File: src/hw/rtl/i2crf_pkg.sv
`timescale 1ns / 1ps
`default_nettype none
// ----------------------------------------------------------------------------
// i2crf_pkg: shared types and constants
// Action codes, register addresses and the controller-to-datapath command
// bundle of the I2C register file with USB port cycler.
// ----------------------------------------------------------------------------
package i2crf_pkg;

    typedef enum logic [2:0] {
        ACT_START   = 3'd0,
        ACT_STOP    = 3'd1,
        ACT_READ    = 3'd2,
        ACT_WRITE   = 3'd3,
        ACT_PUBLISH = 3'd4,
        ACT_TICK    = 3'd5
    } action_t;

    localparam logic [7:0] ADDR_CMD_USB    = 8'h10;
    localparam logic [7:0] ADDR_CMD_AUX    = 8'h11;
    localparam logic [7:0] ADDR_CMD_SHDN   = 8'h12;
    localparam logic [7:0] ADDR_VERSION    = 8'hF0;
    localparam logic [7:0] VERSION_VALUE   = 8'h11;
    localparam logic [7:0] SHDN_MAGIC      = 8'hA5;
    localparam logic [7:0] READ_MISS       = 8'hFF;
    localparam logic [3:0] OFF_TICKS_RESET = 4'd6;

    // Commands from the controller to the datapath
    typedef struct packed {
        logic exec;   // execute the item on the input channel
        logic load;   // load the result into the output register
    } ctrl_cmd_t;

    function automatic logic is_command(input logic [7:0] a);
        return (a == ADDR_CMD_USB) || (a == ADDR_CMD_AUX) || (a == ADDR_CMD_SHDN);
    endfunction

endpackage
`default_nettype wire

File: src/hw/rtl/i2crf_item_if.sv
`timescale 1ns / 1ps
`default_nettype none
// ----------------------------------------------------------------------------
// i2crf item channels
// Valid/ready channels for bus events in and result items out.
// ----------------------------------------------------------------------------
interface i2crf_in_if;
    logic       valid;
    logic       ready;
    logic [2:0] action;
    logic [7:0] data;
    logic [7:0] address;

    modport source (output valid, output action, output data, output address, input ready);
    modport sink   (input valid, input action, input data, input address, output ready);
endinterface

interface i2crf_out_if;
    logic       valid;
    logic       ready;
    logic [7:0] read_data;
    logic [1:0] usb_enable;
    logic       aux_request;
    logic       shutdown_request;

    modport source (output valid, output read_data, output usb_enable,
                    output aux_request, output shutdown_request, input ready);
    modport sink   (input valid, input read_data, input usb_enable,
                    input aux_request, input shutdown_request, output ready);
endinterface
`default_nettype wire

File: src/hw/rtl/i2crf_ctrl.sv
`timescale 1ns / 1ps
`default_nettype none
// ----------------------------------------------------------------------------
// i2crf_ctrl: item sequencer
// Accepts one item, lets the datapath execute it, then hands the result to
// the output register as soon as that register is free.
// ----------------------------------------------------------------------------
module i2crf_ctrl (
    input  wire logic              clk,
    input  wire logic              rst_n,
    input  wire logic              in_valid,
    output logic                   in_ready,
    input  wire logic              out_ready,
    output logic                   out_valid,
    output i2crf_pkg::ctrl_cmd_t   cmd
);

    typedef enum logic {
        ST_IDLE,
        ST_RESULT
    } state_t;

    state_t state_reg;
    state_t state_next;
    logic   out_valid_reg;
    logic   out_valid_next;

    // Decode commands from state and handshakes
    always_comb
    begin
        in_ready = (state_reg == ST_IDLE);
        cmd.exec = in_valid && in_ready;
        cmd.load = (state_reg == ST_RESULT) && (!out_valid_reg || out_ready);
    end

    // Next state and output valid
    always_comb
    begin
        state_next = state_reg;
        unique case (state_reg)
            ST_IDLE:
            begin
                if (cmd.exec)
                begin
                    state_next = ST_RESULT;
                end
            end
            ST_RESULT:
            begin
                if (cmd.load)
                begin
                    state_next = ST_IDLE;
                end
            end
            default:
            begin
                state_next = ST_IDLE;
            end
        endcase

        priority if (cmd.load)
        begin
            out_valid_next = 1'b1;
        end
        else if (out_ready)
        begin
            out_valid_next = 1'b0;
        end
        else
        begin
            out_valid_next = out_valid_reg;
        end
    end

    // Hold state and output valid
    always_ff @(posedge clk or negedge rst_n)
    begin
        if (!rst_n)
        begin
            state_reg     <= ST_IDLE;
            out_valid_reg <= 1'b0;
        end
        else
        begin
            state_reg     <= state_next;
            out_valid_reg <= out_valid_next;
        end
    end

    assign out_valid = out_valid_reg;

endmodule
`default_nettype wire

File: src/hw/rtl/i2crf_dp.sv
`timescale 1ns / 1ps
`default_nettype none
// ----------------------------------------------------------------------------
// i2crf_dp: register file, pointer and port countdowns
// Command registers live in flops; the rest of the file is a memory with a
// valid bit per entry so unwritten entries read as their reset value.
// ----------------------------------------------------------------------------
module i2crf_dp #(
    parameter int REG_COUNT  = 241,
    parameter int PORT_COUNT = 2
) (
    input  wire logic                 clk,
    input  wire logic                 rst_n,
    input  wire i2crf_pkg::ctrl_cmd_t cmd,
    input  wire logic [2:0]           action,
    input  wire logic [7:0]           data,
    input  wire logic [7:0]           address,
    input  wire logic                 cfg_we,
    input  wire logic [3:0]           cfg_wdata,
    output logic [7:0]                read_data,
    output logic [1:0]                usb_enable,
    output logic                      aux_request,
    output logic                      shutdown_request
);

    localparam int AW = $clog2(REG_COUNT);

    // Memory part of the file
    logic [7:0]           mem [REG_COUNT];
    logic [REG_COUNT-1:0] valid_reg;
    logic                 mem_we;
    logic                 mem_re;
    logic [7:0]           mem_rd_reg;

    // Architectural state
    logic [7:0] ptr_reg,      ptr_next;
    logic       armed_reg,    armed_next;
    logic [7:0] cmd_usb_reg,  cmd_usb_next;
    logic [7:0] cmd_aux_reg,  cmd_aux_next;
    logic [7:0] cmd_shdn_reg, cmd_shdn_next;
    logic [3:0] ticks_reg,    ticks_next;
    logic [3:0] cnt_reg  [PORT_COUNT];
    logic [3:0] cnt_next [PORT_COUNT];

    // Read result staging
    logic       rd_use_mem_reg, rd_use_mem_next;
    logic [7:0] rd_alt_reg,     rd_alt_next;

    // Output payload
    logic [7:0] read_data_reg;
    logic [1:0] usb_enable_reg;
    logic       aux_request_reg;
    logic       shutdown_request_reg;
    logic [1:0] usb_enable_now;

    logic [AW-1:0] ptr_idx;
    logic [AW-1:0] addr_idx;
    logic          ptr_in_range;
    logic          addr_in_range;
    logic [3:0]    load_ticks;

    assign ptr_idx       = ptr_reg[AW-1:0];
    assign addr_idx      = address[AW-1:0];
    assign ptr_in_range  = {1'b0, ptr_reg} < 9'(REG_COUNT);
    assign addr_in_range = {1'b0, address} < 9'(REG_COUNT);
    assign load_ticks    = (ticks_reg == 4'd0) ? 4'd1 : ticks_reg;

    // Execute one item
    always_comb
    begin
        logic [3:0] eff;

        ptr_next        = ptr_reg;
        armed_next      = armed_reg;
        cmd_usb_next    = cmd_usb_reg;
        cmd_aux_next    = cmd_aux_reg;
        cmd_shdn_next   = cmd_shdn_reg;
        cnt_next        = cnt_reg;
        mem_we          = 1'b0;
        mem_re          = 1'b0;
        rd_use_mem_next = rd_use_mem_reg;
        rd_alt_next     = rd_alt_reg;
        eff             = 4'd0;

        if (cmd.exec)
        begin
            rd_use_mem_next = 1'b0;
            rd_alt_next     = 8'h00;
            unique case (action)
                i2crf_pkg::ACT_START:
                begin
                    armed_next = 1'b1;
                end
                i2crf_pkg::ACT_READ:
                begin
                    ptr_next = ptr_reg + 8'd1;
                    priority if (!ptr_in_range)
                    begin
                        rd_alt_next = i2crf_pkg::READ_MISS;
                    end
                    else if (ptr_reg == i2crf_pkg::ADDR_CMD_USB)
                    begin
                        rd_alt_next = cmd_usb_reg;
                    end
                    else if (ptr_reg == i2crf_pkg::ADDR_CMD_AUX)
                    begin
                        rd_alt_next = cmd_aux_reg;
                    end
                    else if (ptr_reg == i2crf_pkg::ADDR_CMD_SHDN)
                    begin
                        rd_alt_next = cmd_shdn_reg;
                    end
                    else if (valid_reg[ptr_idx])
                    begin
                        mem_re          = 1'b1;
                        rd_use_mem_next = 1'b1;
                    end
                    else if (ptr_reg == i2crf_pkg::ADDR_VERSION)
                    begin
                        rd_alt_next = i2crf_pkg::VERSION_VALUE;
                    end
                    else
                    begin
                        rd_alt_next = 8'h00;
                    end
                end
                i2crf_pkg::ACT_WRITE:
                begin
                    if (armed_reg)
                    begin
                        ptr_next   = data;
                        armed_next = 1'b0;
                    end
                    else
                    begin
                        if (ptr_reg == i2crf_pkg::ADDR_CMD_USB)
                        begin
                            cmd_usb_next = data;
                        end
                        if (ptr_reg == i2crf_pkg::ADDR_CMD_AUX)
                        begin
                            cmd_aux_next = data;
                        end
                        if (ptr_reg == i2crf_pkg::ADDR_CMD_SHDN)
                        begin
                            cmd_shdn_next = data;
                        end
                        ptr_next = ptr_reg + 8'd1;
                    end
                end
                i2crf_pkg::ACT_PUBLISH:
                begin
                    if (addr_in_range)
                    begin
                        priority if (address == i2crf_pkg::ADDR_CMD_USB)
                        begin
                            cmd_usb_next = data;
                        end
                        else if (address == i2crf_pkg::ADDR_CMD_AUX)
                        begin
                            cmd_aux_next = data;
                        end
                        else if (address == i2crf_pkg::ADDR_CMD_SHDN)
                        begin
                            cmd_shdn_next = data;
                        end
                        else
                        begin
                            mem_we = 1'b1;
                        end
                    end
                end
                i2crf_pkg::ACT_TICK:
                begin
                    // Start, advance and finish each port's power cycle
                    for (int p = 0; p < PORT_COUNT; p++)
                    begin
                        eff = (cmd_usb_reg[p] && (cnt_reg[p] == 4'd0)) ? load_ticks
                                                                       : cnt_reg[p];
                        if (eff != 4'd0)
                        begin
                            cnt_next[p] = eff - 4'd1;
                            if (eff == 4'd1)
                            begin
                                cmd_usb_next[p] = 1'b0;
                            end
                        end
                    end
                end
                default:
                begin
                    // stop and unused codes leave the state alone
                end
            endcase
        end
    end

    assign ticks_next = cfg_we ? cfg_wdata : ticks_reg;

    // Hold architectural state
    always_ff @(posedge clk or negedge rst_n)
    begin
        if (!rst_n)
        begin
            ptr_reg      <= 8'h00;
            armed_reg    <= 1'b0;
            cmd_usb_reg  <= 8'h00;
            cmd_aux_reg  <= 8'h00;
            cmd_shdn_reg <= 8'h00;
            ticks_reg    <= i2crf_pkg::OFF_TICKS_RESET;
            valid_reg    <= '0;
            for (int p = 0; p < PORT_COUNT; p++)
            begin
                cnt_reg[p] <= 4'd0;
            end
        end
        else
        begin
            ptr_reg      <= ptr_next;
            armed_reg    <= armed_next;
            cmd_usb_reg  <= cmd_usb_next;
            cmd_aux_reg  <= cmd_aux_next;
            cmd_shdn_reg <= cmd_shdn_next;
            ticks_reg    <= ticks_next;
            cnt_reg      <= cnt_next;
            if (mem_we)
            begin
                valid_reg[addr_idx] <= 1'b1;
            end
        end
    end

    // Register file memory: one write port, one registered read port
    always_ff @(posedge clk)
    begin
        if (mem_we)
        begin
            mem[addr_idx] <= data;
        end
        if (mem_re)
        begin
            mem_rd_reg <= mem[ptr_idx];
        end
    end

    // Port power status for the visible ports
    always_comb
    begin
        usb_enable_now = 2'b00;
        for (int p = 0; p < 2; p++)
        begin
            if (p < PORT_COUNT)
            begin
                usb_enable_now[p] = (cnt_reg[p] == 4'd0);
            end
        end
    end

    // Stage read source, then load the result item
    always_ff @(posedge clk)
    begin
        rd_use_mem_reg <= rd_use_mem_next;
        rd_alt_reg     <= rd_alt_next;
        if (cmd.load)
        begin
            read_data_reg        <= rd_use_mem_reg ? mem_rd_reg : rd_alt_reg;
            usb_enable_reg       <= usb_enable_now;
            aux_request_reg      <= cmd_aux_reg[0];
            shutdown_request_reg <= (cmd_shdn_reg == i2crf_pkg::SHDN_MAGIC);
        end
    end

    assign read_data        = read_data_reg;
    assign usb_enable       = usb_enable_reg;
    assign aux_request      = aux_request_reg;
    assign shutdown_request = shutdown_request_reg;

endmodule
`default_nettype wire

File: src/hw/rtl/i2c_register_file_with_port_cycler.sv
`timescale 1ns / 1ps
`default_nettype none
// Pointer-style I2C register file with USB port power cycling. Each bus
// event, publish or tick is one item and yields one result item. An item
// is executed first (register file access and pointer update; the memory
// read port registers its data), then its result moves into the output
// register once that register is free; no new item is taken until then.
// Unwritten entries read as their reset value through per-entry valid
// bits, so there is no clearing pass after reset. usb_off_ticks is to be
// written via cfg_we/cfg_wdata only while idle; the block has no check.
// ----------------------------------------------------------------------------
// i2c_register_file_with_port_cycler: top level
// Joins the item sequencer and the register file datapath.
// ----------------------------------------------------------------------------
module i2c_register_file_with_port_cycler #(
    parameter int REG_COUNT  = 241,
    parameter int PORT_COUNT = 2
) (
    input  wire logic        clk,
    input  wire logic        rst_n,
    i2crf_in_if.sink         in_item,
    i2crf_out_if.source      out_item,
    input  wire logic        cfg_we,
    input  wire logic [3:0]  cfg_wdata
);

    i2crf_pkg::ctrl_cmd_t cmd;

    // Sequence items through the datapath
    i2crf_ctrl u_ctrl (
        .clk       (clk),
        .rst_n     (rst_n),
        .in_valid  (in_item.valid),
        .in_ready  (in_item.ready),
        .out_ready (out_item.ready),
        .out_valid (out_item.valid),
        .cmd       (cmd)
    );

    // Register file, pointer and countdowns
    i2crf_dp #(
        .REG_COUNT  (REG_COUNT),
        .PORT_COUNT (PORT_COUNT)
    ) u_dp (
        .clk              (clk),
        .rst_n            (rst_n),
        .cmd              (cmd),
        .action           (in_item.action),
        .data             (in_item.data),
        .address          (in_item.address),
        .cfg_we           (cfg_we),
        .cfg_wdata        (cfg_wdata),
        .read_data        (out_item.read_data),
        .usb_enable       (out_item.usb_enable),
        .aux_request      (out_item.aux_request),
        .shutdown_request (out_item.shutdown_request)
    );

endmodule
`default_nettype wire

File: src/flat_wrapper.sv
// flat-port wrapper written by rule: the top's interface ports become plain ports
module i2c_register_file_with_port_cycler_flat 
#(
    parameter int REG_COUNT  = 241,
    parameter int PORT_COUNT = 2
)
  (clk, rst_n, cfg_we, cfg_wdata, in_item_valid, in_item_action, in_item_data, in_item_address, in_item_ready, out_item_valid, out_item_read_data, out_item_usb_enable, out_item_aux_request, out_item_shutdown_request, out_item_ready);
  i2crf_in_if in_item_i ();
  i2crf_out_if out_item_i ();
  input  wire logic clk;
  input  wire logic rst_n;
  input  wire logic cfg_we;
  input  wire logic [3:0] cfg_wdata;
  input wire logic [$bits(in_item_i.valid)-1:0] in_item_valid;
  input wire logic [$bits(in_item_i.action)-1:0] in_item_action;
  input wire logic [$bits(in_item_i.data)-1:0] in_item_data;
  input wire logic [$bits(in_item_i.address)-1:0] in_item_address;
  output wire logic [$bits(in_item_i.ready)-1:0] in_item_ready;
  output wire logic [$bits(out_item_i.valid)-1:0] out_item_valid;
  output wire logic [$bits(out_item_i.read_data)-1:0] out_item_read_data;
  output wire logic [$bits(out_item_i.usb_enable)-1:0] out_item_usb_enable;
  output wire logic [$bits(out_item_i.aux_request)-1:0] out_item_aux_request;
  output wire logic [$bits(out_item_i.shutdown_request)-1:0] out_item_shutdown_request;
  input wire logic [$bits(out_item_i.ready)-1:0] out_item_ready;
  assign in_item_i.valid = in_item_valid;
  assign in_item_i.action = in_item_action;
  assign in_item_i.data = in_item_data;
  assign in_item_i.address = in_item_address;
  assign in_item_ready = in_item_i.ready;
  assign out_item_valid = out_item_i.valid;
  assign out_item_read_data = out_item_i.read_data;
  assign out_item_usb_enable = out_item_i.usb_enable;
  assign out_item_aux_request = out_item_i.aux_request;
  assign out_item_shutdown_request = out_item_i.shutdown_request;
  assign out_item_i.ready = out_item_ready;
  i2c_register_file_with_port_cycler #(.REG_COUNT(REG_COUNT), .PORT_COUNT(PORT_COUNT)) u_core (.clk(clk), .rst_n(rst_n), .in_item(in_item_i), .out_item(out_item_i), .cfg_we(cfg_we), .cfg_wdata(cfg_wdata));
endmodule
File: config.mk
export PLATFORM = sky130hd
export DESIGN_NAME = i2c_register_file_with_port_cycler_flat
export DESIGN_NICKNAME = d
export VERILOG_FILES = /design/src/hw/rtl/i2crf_pkg.sv /design/src/hw/rtl/i2crf_item_if.sv /design/src/hw/rtl/i2crf_ctrl.sv /design/src/hw/rtl/i2crf_dp.sv /design/src/hw/rtl/i2c_register_file_with_port_cycler.sv /design/src/flat_wrapper.sv
export SDC_FILE = /design/constraint.sdc
export NUM_CORES = 2
export LEC_CHECK = 0
export BUFFER_PORTS_ARGS = -buffer_cell sky130_fd_sc_hd__buf_4
export CAP_MARGIN = 20
export CORE_MARGIN = 2
export CORE_UTILIZATION = 53
export DETAILED_ROUTE_END_ITERATION = 8
export PLACE_DENSITY = 0.76
export SYNTH_ARGS = -nofsm -noshare
export SYNTH_HDL_FRONTEND = slang
export SYNTH_SLANG_ARGS = --single-unit
File: constraint.sdc
create_clock -name clk -period 5.3 [get_ports clk]
set_clock_uncertainty 0.15 [all_clocks]
set_input_delay 1.06 -clock clk [delete_from_list [all_inputs] [get_ports clk]]
set_output_delay 1.06 -clock clk [all_outputs]
set_load 0.005 [all_outputs]
### Word level (Yosys, flattened, before mapping)

Memories as Yosys holds them, arrays and structs flattened. A register that Yosys moved wholly into a read port is not among the register bits.
Index checks and enable logic that the tools add are counted.

| word-level totals | value |
|---|---|
| register bits after elaboration | 309 |
| bits in writable memories | 1,928 |
| input bits | 28 |
| output and inout port bits | 14 |
| logic and storage cells | 145 |
| memories | 1 |

Memories:

| memory | words | width | rd ports | clocked after memory_dff | write ports | RTL line | source |
|---|---|---|---|---|---|---|---|
| u_core.u_dp.mem | 241 | 8 | 1 | 1 | 1 | i2crf_dp.sv:29 | `logic [7:0] mem [REG_COUNT];` |

| cells by class | value |
|---|---|
| add/sub/neg operators | 3 |
| order comparisons | 5 |
| equality and inequality tests | 28 |
| muxes and demuxes | 60 |
| bitwise logic cells | 2 |
| reduce and logical (&&, ||, !) cells | 27 |

Operators with widths:

| cell | number |
|---|---|
| OR 241 bit | 1 |
| two-way mux 8 bit | 21 |
| == test 8 x 5 -> 1 bit (second input constant) | 6 |
| case mux 8 bit (2 select lines) | 3 |
| != test 2 bit (second input constant) | 14 |
| two-way mux 1 bit | 25 |
| AND reduction 8 bit | 3 |
| < comparator 8 x 9 -> 1 bit (second input constant) | 2 |
| == test 8 bit (second input constant) | 2 |
| < comparator 8 bit (second input constant) | 2 |
| logical NOT 4 bit | 3 |
| two-way mux 4 bit | 3 |
| case mux 6 bit (2 select lines) | 1 |
| two-way mux 5 bit | 2 |
| adder 8 x 1 -> 8 bit (second input constant) | 1 |
| binary-select mux 1 bit (select 8 bit) | 1 |
| demux 1 bit (select 8 bit) | 1 |
| == test 4 x 1 -> 1 bit (second input constant) | 2 |
| >= comparator 8 x 1 -> 1 bit (second input constant) | 1 |
| nonzero test 2 bit | 4 |
| nonzero test 4 bit | 2 |
| subtractor 4 x 1 -> 4 bit (second input constant) | 2 |
| AND reduction 7 bit | 1 |
| == test 3 x 2 -> 1 bit (second input constant) | 2 |
| 12 further kinds | 20 |

### Longest topological paths before layout

| logic depth | value |
|---|---|
| depth in word-level cells | 9 |
| gate-level depth with buffers | 13 |
| mapped depth without buffers | 8 |

### Cells and area by module

From an unflattened synthesis, not the netlist that was laid out.

| second synthesis, totals | value |
|---|---|
| cells, all modules | 4,175 |
| area, all modules | 87,848.0 sq um |

By module, submodules not included:

| module | instances | cells each | area each (sq um) | seq. area each (sq um) |
|---|---|---|---|---|
| i2crf_dp | 1 | 4,166 | 87,746.7 | 65,925.7 |
| i2crf_ctrl | 1 | 9 | 101.3 | 50.0 |

### Worst setup path after synthesis

No wires, ideal clock.

| timing path | value |
|---|---|
| path kind | reg-to-reg |
| from | register u_core.u_dp.ptr_reg[0], in the netlist u_core.u_dp.ptr_idx[0] |
| to | register u_core.u_dp.mem_rd_reg[0] (read register of u_core.u_dp.mem) (enable) |
| setup time | 0.395 ns |
| arrival time | 3.342 ns |
| data required time | 4.755 ns |
| setup slack | 1.414 ns |
| cell stages (with the launch flop) | 14 |
| buffers on the path | 6 |
| period minus slack after synthesis | 3.886 ns |
| cells stage by stage | dfrtp_1 buf_4 buf_6 buf_4 buf_6 buf_4 inv_1 ha_1 a21o_1 clkbuf_1 or3b_2 nor3_1 o31ai_1 nor4_1 |

| on the way | value |
|---|---|
| longest elaborated chain between the ends | 9 |
| elaborated cells between the ends (all ways) | 13 |
| classes of those cells | 1 x order compare; 3 x eq/ne; 9 x mux |

Ends and longest elaborated chain:

| item | RTL line | source |
|---|---|---|
| start: declaration | i2crf_dp.sv:36 | `logic [7:0] ptr_reg, ptr_next;` |
| start signal: assignment | i2crf_dp.sv:219 | `ptr_reg <= ptr_next;` |
| binary-select mux 1 bit (select 8 bit) | i2crf_dp.sv:113 | `else if (valid_reg[ptr_idx])` |
| two-way mux 1 bit (not written as such) | i2crf_dp.sv:113 |  |
| two-way mux 1 bit | i2crf_dp.sv:113 |  |
| two-way mux 1 bit | i2crf_dp.sv:109 | `else if (ptr_reg == i2crf_pkg::ADDR_CMD_SHDN)` |
| two-way mux 1 bit | i2crf_dp.sv:105 | `else if (ptr_reg == i2crf_pkg::ADDR_CMD_AUX)` |
| two-way mux 1 bit | i2crf_dp.sv:101 | `else if (ptr_reg == i2crf_pkg::ADDR_CMD_USB)` |
| two-way mux 1 bit (*) | i2crf_dp.sv:97 | `priority if (!ptr_in_range)` |
| two-way mux 1 bit (*) | i2crf_dp.sv:89 | `unique case (action)` |
| two-way mux 1 bit (*) | i2crf_dp.sv:85 | `if (cmd.exec)` |
| via u_core.u_dp.mem_re | i2crf_dp.sv:32 | `logic mem_re;` |
| end: declaration | i2crf_dp.sv:33 | `logic [7:0] mem_rd_reg;` |

Mark *: on every way through the listed nets, which the timed path passes. The rest lies on a longest branch. The select of a mux whose other input is x is not followed.
A chain may end at the register's enable or synchronous reset.

### Final worst setup path

| timing path | value |
|---|---|
| from | register u_core.u_dp.ptr_reg[0], in the netlist u_core.u_dp.ptr_idx[0] |
| to | register u_core.u_dp.mem_rd_reg[6] (read register of u_core.u_dp.mem) (data pin) |

| on the way | value |
|---|---|
| longest elaborated chain between the ends | 9 |
| elaborated cells between the ends (all ways) | 13 |
| classes of those cells | 1 x order compare; 3 x eq/ne; 9 x mux |

Ends and longest elaborated chain:

| item | RTL line |
|---|---|
| binary-select mux 1 bit (select 8 bit) | i2crf_dp.sv:113 |
| two-way mux 1 bit (not written as such) | i2crf_dp.sv:113 |
| two-way mux 1 bit | i2crf_dp.sv:113 |
| two-way mux 1 bit | i2crf_dp.sv:109 |
| two-way mux 1 bit | i2crf_dp.sv:105 |
| two-way mux 1 bit | i2crf_dp.sv:101 |
| two-way mux 1 bit | i2crf_dp.sv:97 |
| two-way mux 1 bit | i2crf_dp.sv:89 |
| two-way mux 1 bit | i2crf_dp.sv:85 |

Parallel ways exist; a longest one is shown, timed or not. The select of a mux whose other input is x is not followed.

==> out/results.ini <==
[outcome]
outcome=finished clean

[route]
wl_per_cell_um=31.7
ant_nets=0
first_pass_iters=6
totalWireLength_um=218000
drc_errors=0
drtIter0Drc=6772
vias_per_cell=6.54
num_vias=44900

[floorplanning]
die_area_mm2=0.169
core_area_mm2=0.165
die_x_um=411
rows=149
start_util_pct=53.4
io_pins=42
die_h_um=411

[yosys]
synthArstFlopShare_pct=12.8
synth-edff-count=1957
yosys-mux-area-fraction_pct=17.0
ys_seq_elements=2245
syn_inst=4298
ys.flop_type=edfxtp_1
yosys_warnings=0
synthAdderAreaFrac_pct=0.157
ys_types=64
synthSimpleGateAreaFrac_pct=3.48
synthXorXnorAreaFrac_pct=0
postSynthAreaPerCell_um2=20.5
seq_area_frac_synth_pct=75.0
syn-cell-area_mm2=0.0879
synth_top_family_by_area=multiplexers
synth_compound_area_share_pct=2.93

[worst_setup_path]
cpMostUsedCell=mux4_2
cp_max_fo=34
cp_data_arrival_time_ps=4900
critPathRequiredTime_ps=5780
r2r-start=u_core.u_dp.ptr_idx[0]$_DFFE_PN0P_
slowest_delay_ps=1010
reg2reg_slack_ps=880
r2r-end=u_core.u_dp.mem_rd_reg[6]$_DFFE_PP_
cp-start-kind=register
reg2reg_depth=7
critPathCaptureType=register
crit_path_top_delay_cell=dfrtp_4
crit_type=reg -> reg
crit_chain=buf_4 > mux4_2 > mux4_2 > nor2b_1 > a211oi_1 > nor3_1 > and3_1

[placed_design]
io_buffers=41
gp_congestion=0.887
dpl.hpwl_um=131000
place_ws_ps=340

[sta]
min_period_over_period_pct=83.3
grt_setup_unrepaired=false
slew_headroom_pct=22.3
maxSlewViolCount=0
timing.final.ws_setup_ps=883
worst_pin_slew_ps=1170
fin_tns_setup_ps=0
min_period_ps=4420
finalHoldWorstSlack_ps=42.8
max_freq_ghz=0.226
hold_viol=0
setup_violations=0

[global_routing]
grt_first_pass_wirelength_um=317000
gr-usage-all-layers_pct=26.0
grt_max_degree=140
grt_overflow_total=0
antenna_found_initial=7
grt_pass1_vias=44600

[power_and_ir_drop]
max-vdd-ir-drop_mv=0.415
powerDensity_mw_per_mm2=465
leakagePower_nw=33.0

[cts]
cts_made_buffers=207
clk-insertion-delay-late_ps=880
postCtsSetupRepairBufs=0
cts.clk_slew.worst_paths_ps=60
htreeDepth=4
ctsResizeCount=0
cts_buffer_depth=3
cts_tree=done
holdBufCountCts=0
cts.sinks=2245
clk_root_buffer_cell=clkbuf_16

[finish]
area_growth_pct=12.4
mostFrequentLayoutCells=edfxtp_1, mux4_2, nor2_1, dfrtp_1, clkbuf_16
layout_commonest_cell=edfxtp_1
final_layout_size_suffix_gt1_share_pct=27.5
final_net_count=4523
largest_reg_flops=1928

[flow_run]
cap_violations=0

[min_path]
hold_class=in -> async

per-layer routing:
metal,vias up,wire length [µm],track usage (%),share of wire (%)
li1,17900,-,-,-
met1,23600,82900,37.1,38
met2,2982,103000,39.7,47
met3,411,24700,6.46,11
met4,2,7000,8.63,3.2
met5,-,20,0,0.0092
layout make-up:
| cell class | instances | area (µm²) |
|---|---|---|
| fill | 11200 | 66000 |
| sequential | 2245 | 66000 |
| multi-input combinational | 1800 | 20800 |
| clock buffer | 265 | 5610 |
| tap | 2189 | 2740 |
| timing repair buffer | 213 | 2070 |
| clock inverter | 129 | 1490 |
| inverter | 17 | 71.3 |
| antenna | 3 | 7.51 |
through the flow:
step / std cells / power, mW / cell area (µm²) / utilization (%)
after detailed placement: 6462 / 30.8 / 91700 / 55.6
after global placement: 6461 / 30.6 / 91700 / 55.6
final: 6861 / 46.0 / 98800 / 60.0
after global routing: 6858 / 47.1 / 98800 / 59.9
after floorplan: 4321 / 27.0 / 88000 / -
after CTS: 6856 / 46.0 / 98800 / 59.9
logic make-up (layout without fill, tap and decap cells):
group | count (synthesis) | after routing
DFF | 2245 | 2245
and+or+nand+nor | 647 | 647
other | 1 | 27
adders and majority gates | 11 | 11
muxes | 743 | 743
buffers and inverters | 276 | 624
AOI/OAI and AO/OA | 375 | 375
how the worst max path moves through the flow:
stage | cells after the start | slack [ps] | endpoint | start
after floorplan | 13 | 1410 | u_core.u_dp.mem_rd_reg[0]$_DFFE_PP_ | u_core.u_dp.ptr_idx[0]$_DFFE_PN0P_
after global placement | 8 | 340 | u_core.u_dp.mem[87][2]$_DFFE_PP_ | in_item_action[1]
after detailed placement | 8 | 340 | u_core.u_dp.mem[87][0]$_DFFE_PP_ | in_item_address[4]
after CTS | 7 | 1000 | u_core.u_dp.mem_rd_reg[6]$_DFFE_PP_ | u_core.u_dp.ptr_idx[0]$_DFFE_PN0P_
after global routing | 7 | 800 | u_core.u_dp.mem_rd_reg[2]$_DFFE_PP_ | u_core.u_dp.ptr_idx[0]$_DFFE_PN0P_
final | 7 | 880 | u_core.u_dp.mem_rd_reg[6]$_DFFE_PP_ | u_core.u_dp.ptr_idx[0]$_DFFE_PN0P_
Yosys cell counts, types with 7 or more instances:
library cell	count	area share, %
edfxtp_1	1957	67
mux4_2	592	15
dfrtp_1	286	8.1
nor2_1	284	1.2
clkbuf_1	128	0.55
o21bai_1	121	1.0
nand2_1	105	0.45
mux2i_1	103	1.2
or2_2	84	0.60
buf_2	82	0.47
a21oi_1	77	0.44
a22oi_1	48	0.41
mux2_2	48	0.61
or2_1	39	0.28
nand3_1	32	0.18
o21ai_0	31	0.18
buf_4	23	0.20
buf_1	21	0.090
nor2b_1	20	0.14
nor3_1	20	0.11
o22ai_1	20	0.14
a211oi_1	16	0.14
inv_1	16	0.068
nand4_1	13	0.092
ha_1	11	0.16
and3_1	9	0.064
nand2b_1	9	0.064
a221oi_1	7	0.070
a32oi_1	7	0.070
and2_1	7	0.050
o2111ai_1	7	0.070
o221ai_1	7	0.070
power by group:
group	switching, mW	internal (mW)
sequential	0.390	19.4
combinational	6.04	4.69
clock	6.66	8.77
total	13.1	32.9
critical path, delay by kind of cell (launching register included):
kind / cells / cell delay (ps)
and+or+nand+nor: 3 / 700
muxes: 2 / 1110
DFF: 1 / 1010
AOI/OAI and AO/OA: 1 / 710
buffers and inverters: 1 / 400
No activity file was read; power rests on OpenSTA's default activity.
